File: src/qppmd_pkg.sv
// ----------------------------------------------------------------------------
// qppmd_pkg
// Shared types, widths and constants of the four-channel positional PID drive.
// ----------------------------------------------------------------------------
package qppmd_pkg;

   // channel count and position width; the datapath depth covers four channels
   localparam int CHANNELS   = 4;
   localparam int CH_W       = $clog2(CHANNELS);
   localparam int POS_WIDTH  = 32;

   // field widths
   localparam int DELTA_W    = 16;
   localparam int TARGET_W   = 32;
   localparam int GAIN_W     = 16;
   localparam int MAG_W      = 16;
   localparam int INTEG_W    = 18;
   localparam int ERR_W      = POS_WIDTH + 1;
   localparam int ISUM_W     = ERR_W + 1;
   localparam int DIFF_W     = POS_WIDTH + 2;
   localparam int FRAC_BITS  = 8;

   // product and sum widths (signed operand times 17-bit signed gain)
   localparam int P_W        = ERR_W + GAIN_W + 1;
   localparam int I_W        = INTEG_W + GAIN_W + 1;
   localparam int D_W        = DIFF_W + GAIN_W + 1;
   localparam int SUM_W      = D_W + 2;
   localparam int MAGF_W     = SUM_W - FRAC_BITS;

   // result queue
   localparam int RESULT_DEPTH = 4;
   localparam int RQ_PTR_W     = $clog2(RESULT_DEPTH);
   localparam int RQ_CNT_W     = $clog2(RESULT_DEPTH + 1);

   // register port
   localparam int CSR_IDX_W  = 3;
   localparam int CSR_DATA_W = 16;

   localparam logic [GAIN_W-1:0] KP_RESET   = 16'd256;
   localparam logic [GAIN_W-1:0] KI_RESET   = 16'd0;
   localparam logic [GAIN_W-1:0] KD_RESET   = 16'd256;
   localparam logic [GAIN_W-1:0] ILIM_RESET = 16'd3000;
   localparam logic [GAIN_W-1:0] OLIM_RESET = 16'd6900;

   typedef enum logic [CSR_IDX_W-1:0] {
      CSR_KP   = 3'd0,
      CSR_KI   = 3'd1,
      CSR_KD   = 3'd2,
      CSR_ILIM = 3'd3,
      CSR_OLIM = 3'd4
   } csr_index_type;

   typedef struct packed {
      logic signed [DELTA_W-1:0]  delta_a;
      logic signed [DELTA_W-1:0]  delta_b;
      logic signed [DELTA_W-1:0]  delta_c;
      logic signed [DELTA_W-1:0]  delta_d;
      logic signed [TARGET_W-1:0] target_a;
      logic signed [TARGET_W-1:0] target_b;
      logic signed [TARGET_W-1:0] target_c;
      logic signed [TARGET_W-1:0] target_d;
   } req_payload_type;

   typedef struct packed {
      logic             dir_port_a;
      logic [MAG_W-1:0] mag_port_a;
      logic             dir_port_b;
      logic [MAG_W-1:0] mag_port_b;
      logic             dir_port_c;
      logic [MAG_W-1:0] mag_port_c;
      logic             dir_port_d;
      logic [MAG_W-1:0] mag_port_d;
   } rsp_payload_type;

   typedef struct packed {
      logic [GAIN_W-1:0] kp_gain;
      logic [GAIN_W-1:0] ki_gain;
      logic [GAIN_W-1:0] kd_gain;
      logic [GAIN_W-1:0] integral_limit;
      logic [GAIN_W-1:0] output_limit;
   } gains_type;

   // one channel handed to the datapath
   typedef struct packed {
      logic                       valid;
      logic [CH_W-1:0]            ch;
      logic signed [DELTA_W-1:0]  delta;
      logic signed [TARGET_W-1:0] target;
   } issue_type;

   // one channel drive coming back
   typedef struct packed {
      logic             valid;
      logic [CH_W-1:0]  port;
      logic             last;
      logic             dir;
      logic [MAG_W-1:0] mag;
   } chan_result_type;

   // per-channel state word
   typedef struct packed {
      logic signed [POS_WIDTH-1:0] pos;
      logic signed [INTEG_W-1:0]   integ;
      logic signed [ERR_W-1:0]     last_err;
   } state_type;

   // ports a and b carry channels b and a
   function automatic logic [CH_W-1:0] port_of(input logic [CH_W-1:0] ch);
      logic [CH_W-1:0] port;
      if (CHANNELS >= 2 && ch < CH_W'(2)) begin
         port = ch ^ CH_W'(1);
      end else begin
         port = ch;
      end
      return port;
   endfunction

endpackage

File: src/qppmd_chan_pipe.sv
// ----------------------------------------------------------------------------
// qppmd_chan_pipe
// Shared per-channel PID datapath around the channel state memory: read,
// position update, error, clamped integral, write back, gain products, sum,
// truncation and output clamp. One channel enters per cycle.
// ----------------------------------------------------------------------------
module qppmd_chan_pipe (
   input  logic                       clock,
   input  logic                       reset,
   input  qppmd_pkg::issue_type       issue,
   input  qppmd_pkg::gains_type       gains,
   output qppmd_pkg::chan_result_type result
);
   import qppmd_pkg::*;

   // channel state memory and its per-entry valid bits
   state_type             mem [CHANNELS];
   logic [CHANNELS-1:0]   ent_valid_ff;
   state_type             rd_ff;
   logic                  rd_ok_ff;
   state_type             wr_entry;
   logic                  fwd_hit;

   // stage valids
   logic s1_valid_ff, s2_valid_ff, s3_valid_ff, s4_valid_ff;
   logic s5_valid_ff, s6_valid_ff, s7_valid_ff, res_valid_ff;

   // stage payloads
   logic [CH_W-1:0]             s1_ch_ff, s2_ch_ff, s3_ch_ff, s4_ch_ff;
   logic [CH_W-1:0]             s5_ch_ff, s6_ch_ff, s7_ch_ff;
   logic signed [DELTA_W-1:0]   s1_delta_ff;
   logic signed [TARGET_W-1:0]  s1_target_ff, s2_target_ff;
   logic signed [POS_WIDTH-1:0] s2_pos_ff, s3_pos_ff;
   logic signed [INTEG_W-1:0]   s2_integ_ff, s3_integ_ff, s4_integ_ff;
   logic signed [ERR_W-1:0]     s2_last_err_ff, s3_last_err_ff;
   logic signed [ERR_W-1:0]     s3_err_ff, s4_err_ff;
   logic signed [DIFF_W-1:0]    s4_diff_ff;
   logic signed [P_W-1:0]       s5_p_ff;
   logic signed [I_W-1:0]       s5_i_ff;
   logic signed [D_W-1:0]       s5_d_ff;
   logic signed [SUM_W-1:0]     s6_sum_ff;
   logic                        s7_neg_ff;
   logic [MAGF_W-1:0]           s7_mag_ff;
   logic [CH_W-1:0]             res_port_ff;
   logic                        res_last_ff;
   logic                        res_dir_ff;
   logic [MAG_W-1:0]            res_mag_ff;

   // combinational next values
   state_type                   cur;
   logic signed [POS_WIDTH-1:0] pos_in;
   logic signed [ERR_W-1:0]     err_in;
   logic signed [ISUM_W-1:0]    isum;
   logic signed [ISUM_W-1:0]    ilim;
   logic signed [INTEG_W-1:0]   integ_in;
   logic signed [DIFF_W-1:0]    diff_in;
   logic signed [P_W-1:0]       p_in;
   logic signed [I_W-1:0]       i_in;
   logic signed [D_W-1:0]       d_in;
   logic signed [SUM_W-1:0]     sum_in;
   logic                        neg_in;
   logic [SUM_W-1:0]            abs_sum;
   logic [MAGF_W-1:0]           mag_in;
   logic [MAG_W-1:0]            mag_fin_in;
   logic                        dir_in;

   // write-back word and bypass of a same-entry write
   assign wr_entry = '{pos: s3_pos_ff, integ: integ_in, last_err: s3_err_ff};
   assign fwd_hit  = s3_valid_ff && (s3_ch_ff == issue.ch);

   // state memory: write at stage 3, registered read at issue
   always_ff @(posedge clock) begin
      if (s3_valid_ff) begin
         mem[s3_ch_ff] <= wr_entry;
      end
      rd_ff <= fwd_hit ? wr_entry : mem[issue.ch];
   end

   always_ff @(posedge clock) begin
      if (reset) begin
         ent_valid_ff <= '0;
         rd_ok_ff     <= 1'b0;
      end else begin
         if (s3_valid_ff) begin
            ent_valid_ff[s3_ch_ff] <= 1'b1;
         end
         rd_ok_ff <= ent_valid_ff[issue.ch] || fwd_hit;
      end
   end

   // stage 1: position update, unwritten entries read as zero
   always_comb begin
      cur    = rd_ok_ff ? rd_ff : '0;
      pos_in = cur.pos + POS_WIDTH'(s1_delta_ff);
   end

   // stage 2: error at full width
   assign err_in = ERR_W'(s2_target_ff) - ERR_W'(s2_pos_ff);

   // stage 3: clamped integral and error difference
   always_comb begin
      isum = ISUM_W'(s3_integ_ff) + ISUM_W'(s3_err_ff);
      ilim = $signed(ISUM_W'(gains.integral_limit));
      if (isum > ilim) begin
         integ_in = INTEG_W'(ilim);
      end else if (isum < -ilim) begin
         integ_in = INTEG_W'(-ilim);
      end else begin
         integ_in = INTEG_W'(isum);
      end
      diff_in = DIFF_W'(s3_err_ff) - DIFF_W'(s3_last_err_ff);
   end

   // stage 4: gain products
   assign p_in = s4_err_ff  * $signed({1'b0, gains.kp_gain});
   assign i_in = s4_integ_ff * $signed({1'b0, gains.ki_gain});
   assign d_in = s4_diff_ff * $signed({1'b0, gains.kd_gain});

   // stage 5: sum of terms
   assign sum_in = SUM_W'(s5_p_ff) + SUM_W'(s5_i_ff) + SUM_W'(s5_d_ff);

   // stage 6: magnitude, truncated toward zero
   always_comb begin
      neg_in  = s6_sum_ff[SUM_W-1];
      abs_sum = neg_in ? SUM_W'(-s6_sum_ff) : SUM_W'(s6_sum_ff);
      mag_in  = abs_sum[SUM_W-1:FRAC_BITS];
   end

   // stage 7: output clamp and direction
   always_comb begin
      if (s7_mag_ff > MAGF_W'(gains.output_limit)) begin
         mag_fin_in = gains.output_limit;
      end else begin
         mag_fin_in = s7_mag_ff[MAG_W-1:0];
      end
      dir_in = !s7_neg_ff && (mag_fin_in != '0);
   end

   // stage valids
   always_ff @(posedge clock) begin
      if (reset) begin
         s1_valid_ff  <= 1'b0;
         s2_valid_ff  <= 1'b0;
         s3_valid_ff  <= 1'b0;
         s4_valid_ff  <= 1'b0;
         s5_valid_ff  <= 1'b0;
         s6_valid_ff  <= 1'b0;
         s7_valid_ff  <= 1'b0;
         res_valid_ff <= 1'b0;
      end else begin
         s1_valid_ff  <= issue.valid;
         s2_valid_ff  <= s1_valid_ff;
         s3_valid_ff  <= s2_valid_ff;
         s4_valid_ff  <= s3_valid_ff;
         s5_valid_ff  <= s4_valid_ff;
         s6_valid_ff  <= s5_valid_ff;
         s7_valid_ff  <= s6_valid_ff;
         res_valid_ff <= s7_valid_ff;
      end
   end

   // stage payloads
   always_ff @(posedge clock) begin
      s1_ch_ff       <= issue.ch;
      s1_delta_ff    <= issue.delta;
      s1_target_ff   <= issue.target;

      s2_ch_ff       <= s1_ch_ff;
      s2_target_ff   <= s1_target_ff;
      s2_pos_ff      <= pos_in;
      s2_integ_ff    <= cur.integ;
      s2_last_err_ff <= cur.last_err;

      s3_ch_ff       <= s2_ch_ff;
      s3_pos_ff      <= s2_pos_ff;
      s3_err_ff      <= err_in;
      s3_integ_ff    <= s2_integ_ff;
      s3_last_err_ff <= s2_last_err_ff;

      s4_ch_ff       <= s3_ch_ff;
      s4_err_ff      <= s3_err_ff;
      s4_integ_ff    <= integ_in;
      s4_diff_ff     <= diff_in;

      s5_ch_ff       <= s4_ch_ff;
      s5_p_ff        <= p_in;
      s5_i_ff        <= i_in;
      s5_d_ff        <= d_in;

      s6_ch_ff       <= s5_ch_ff;
      s6_sum_ff      <= sum_in;

      s7_ch_ff       <= s6_ch_ff;
      s7_neg_ff      <= neg_in;
      s7_mag_ff      <= mag_in;

      res_port_ff    <= port_of(s7_ch_ff);
      res_last_ff    <= (s7_ch_ff == CH_W'(CHANNELS - 1));
      res_dir_ff     <= dir_in;
      res_mag_ff     <= mag_fin_in;
   end

   assign result = '{valid: res_valid_ff, port: res_port_ff, last: res_last_ff,
                     dir: res_dir_ff, mag: res_mag_ff};

endmodule

File: config.mk
export PLATFORM = sky130hd
export DESIGN_NAME = qppmd_chan_pipe
export DESIGN_NICKNAME = d
export VERILOG_FILES = /design/src/qppmd_pkg.sv /design/src/qppmd_chan_pipe.sv
export SDC_FILE = /design/constraint.sdc
export NUM_CORES = 2
export LEC_CHECK = 0
export BUFFER_PORTS_ARGS = -buffer_cell sky130_fd_sc_hd__clkbuf_2
export CORE_MARGIN = 2
export CORE_UTILIZATION = 65
export CTS_CLUSTER_DIAMETER = 200
export DETAILED_ROUTE_END_ITERATION = 10
export PLACE_DENSITY = 0.81
export SYNTH_ARGS = -nofsm -noshare
export SYNTH_HDL_FRONTEND = slang
export SYNTH_SLANG_ARGS = --single-unit
File: constraint.sdc
create_clock -name clock -period 7.7 [get_ports clock]
set_input_delay 0.77 -clock clock [delete_from_list [all_inputs] [get_ports clock]]
set_output_delay 0.77 -clock clock [all_outputs]
set_load 0.02 [all_outputs]
==> results.yml <==
yosys:
  ys_seq_elements: 977
  yosysTopAreaCell: "fa_1"
  yosysMostFrequentCell: "inv_1"
  synth_edf_count: 332
  synth_area_um2: 87300
  syn_inst: 8601
  ys_types: 76
  synth_top_area_frac: 0.314
  syn_nets: 10700
  synthFlopType: "dfxtp_1"
  yosysWarnings: 0
  syn_avg_cell_area_um2: 10.2
  yosys-top-cells-area: "fa_1, dfxtp_1, edfxtp_1"
  ys_seq_area_frac: 0.262
  synth_commonest_cells: "inv_1, fa_1, nand2_1"
  async_flop_share: 0
min_path:
  holdCritPathClass: "primary input to flip-flop"
final_layout:
  fin_util: 0.704
  drive_above_1_share: 0.0729
  regArea_um2: 22900
  fill_cells: 9599
  multi_input_area_um2: 56800
  syn2layout_area_growth_pct: 7.63
  layout.nets: 10900
floorplanning:
  io_pins: 154
  die_y_um: 371
  die_x_um: 371
  dieArea_um2: 137000
  start_util: 0.654
  core_um2: 133000
  rows: 134
clock_tree:
  clkTransAtPathRegs_ns: 0.07
  clk_latency_ns: 0.71
  cts.sinks: 977
  cts_resized: 0
  hold_buffers: 0
  cts_buffers: 90
  cts_tree: "done"
  cts_setup_buffers: 0
  cts-root-buf: "clkbuf_16"
  cts_max_level: 3
  cts_buffer_depth: 3
routing:
  drc_errors: 0
  wirelength_um: 221000
  drt-initial-drc-count: 4983
  ant_nets: 0
  wl_per_cell_um: 20.8
  vias_per_cell: 5.78
  vias: 61400
  drtPass1Iterations: 6
grt:
  grt_max_degree: 75
  grt_pass1_wl_um: 352000
  antenna_found_initial: 20
  grt_pass1_vias: 66000
  gr-usage-all-layers: 0.332
  grt_overflow: 0
sta:
  fin_tns_setup_ns: 0
  final_hold_viol_count: 0
  finClkSkew_ns: 0.0765
  slew_viol_final: 0
  worst_slew_pin_slew_ns: 1.15
  fin_crit_sh: 0.957
  rsz0062_at_grt: "no"
  setup_viol: 0
  timing.fmax_mhz: 136
  fin_crit_ns: 7.37
  slew_headroom: 0.231
placed_design:
  gp_congestion: 0.975
  port_buffers: 153
  hpwlAfterDp_um: 173000
critical_path:
  worst_setup_path_end_kind: "flip-flop"
  crit_chain: "buf_4 > nand2_1 > fa_1 > fa_1 > fa_1 > inv_1 > fa_1 > fa_1 > inv_1 > fa_1 > inv_1 > ha_1 > a211oi_1 > nand2_1 > o21a_1 > a221o_1 > a21oi_1 > o21ai_0 > a31o_2 > a221o_1 > a211oi_1 > o21ai_0 > xnor2_1"
  critical_path_class: "flip-flop to flip-flop"
  cpMostUsedCell: "fa_1"
  cp.required_ns: 8.26
  critical_path_arrival_ns: 7.93
  cp_top_family: "adder cells"
  cp_num_buf_inv: 4
  critPathSlowestCell: "dfxtp_1"
  crit_fanout: 9
  crit_path_max_incr_delay_ns: 0.75
  cp-start-kind: "flip-flop"
flow_run:
  maxCapViolations: 0
outcome:
  status: "finished clean"
==> per-layer routing <==
metal  vias up  track usage  share of wire
li1      27200            -              -
met1     30700        0.410           0.37
met2      2728        0.561           0.49
met3       756       0.0626          0.085
met4        18        0.162          0.054
met5         -            0        0.00052
==> worst paths after layout <==
check             depth (start not counted)                     startpoint  slack (ns)                         end
setup / recovery                         23         s4_diff_ff[15]$_DFF_P_        0.33         s5_d_ff[50]$_DFF_P_
hold / removal                            1                       issue[5]        0.16     s1_target_ff[5]$_DFF_P_
setup reg to reg                         23         s4_diff_ff[15]$_DFF_P_        0.33         s5_d_ff[50]$_DFF_P_
hold reg to reg                           0  s2_last_err_ff[31]$_SDFF_PN0_        0.31  s3_last_err_ff[31]$_DFF_P_
==> sequential cells by signal (all words and copies together) (netlist names), 4 cells and up <==
| signal | cells |
|---|---|
| mem | 332 |
| s6_sum_ff | 52 |
| s5_d_ff | 51 |
| s5_p_ff | 50 |
| s7_mag_ff | 45 |
| s5_i_ff | 35 |
| s4_diff_ff | 34 |
| s2_last_err_ff | 33 |
| s3_err_ff | 33 |
| s3_last_err_ff | 33 |
| s4_err_ff | 33 |
| s1_target_ff | 32 |
| s2_pos_ff | 32 |
| s2_target_ff | 32 |
| s3_pos_ff | 32 |
| s2_integ_ff | 18 |
| s3_integ_ff | 18 |
| s4_integ_ff | 18 |
| res_mag_ff | 16 |
| s1_delta_ff | 16 |
| ent_valid_ff | 4 |
==> placed cells by master, fill, tap and decap left out, drive strengths merged, types with 239 or more instances in the layout <==
cell type	instances
a21oi	262
ha	576
dfxtp	645
and2	610
edfxtp	332
fa	1369
inv	1771
clkbuf	279
nand2	1020
xnor2	239
==> cells by family after synthesis <==
group | count (synthesis) | share of synthesized area
and+or+nand+nor | 2262 | 0.127
DFF | 977 | 0.262
adders and majority gates | 1945 | 0.396
other | 1 | 0.0000429
muxes | 109 | 0.0245
xor gates and xnor gates | 328 | 0.0329
AOI/OAI and AO/OA | 934 | 0.0693
buffers and inverters | 2045 | 0.0881
==> worst register-to-register path, delay by kind of cell, from the launching register on <==
family | cells | cell delay (ns)
compound gates | 9 | 2.40
simple gates | 2 | 0.22
buf+inv | 4 | 0.43
fa+ha+maj | 7 | 3.27
xor+xnor | 1 | 0.16
flops | 1 | 0.75
==> area by class of cell <==
cell class	instances	share of cell area
Sequential cell	977	0.244
Inverter	1765	0.0705
Clock inverter	43	0.00539
Clock buffer	126	0.0277
Timing Repair Buffer	363	0.0251
Multi-Input combinational cell	5579	0.604
Tap cell	1768	0.0235
Antenna cell	9	0.000240
==> through the flow <==
| stage | hold slack [ns] | cell area (µm²) | cells | setup WS [ns] |
|---|---|---|---|---|
| floorplan | 0.310 | 87300 | 8601 | 0.555 |
| global placement | 0.310 | 90800 | 10500 | 0.265 |
| detailed placement | 0.312 | 90800 | 10500 | 0.0697 |
| CTS | 0.102 | 94000 | 10600 | 0.387 |
| global route | 0.135 | 94000 | 10600 | 0.00468 |
| finish | 0.163 | 94000 | 10600 | 0.333 |
Power is left out: the tool's default activity adds up to more than one toggle a clock period on the data nets, which glitch-free logic cannot reach.
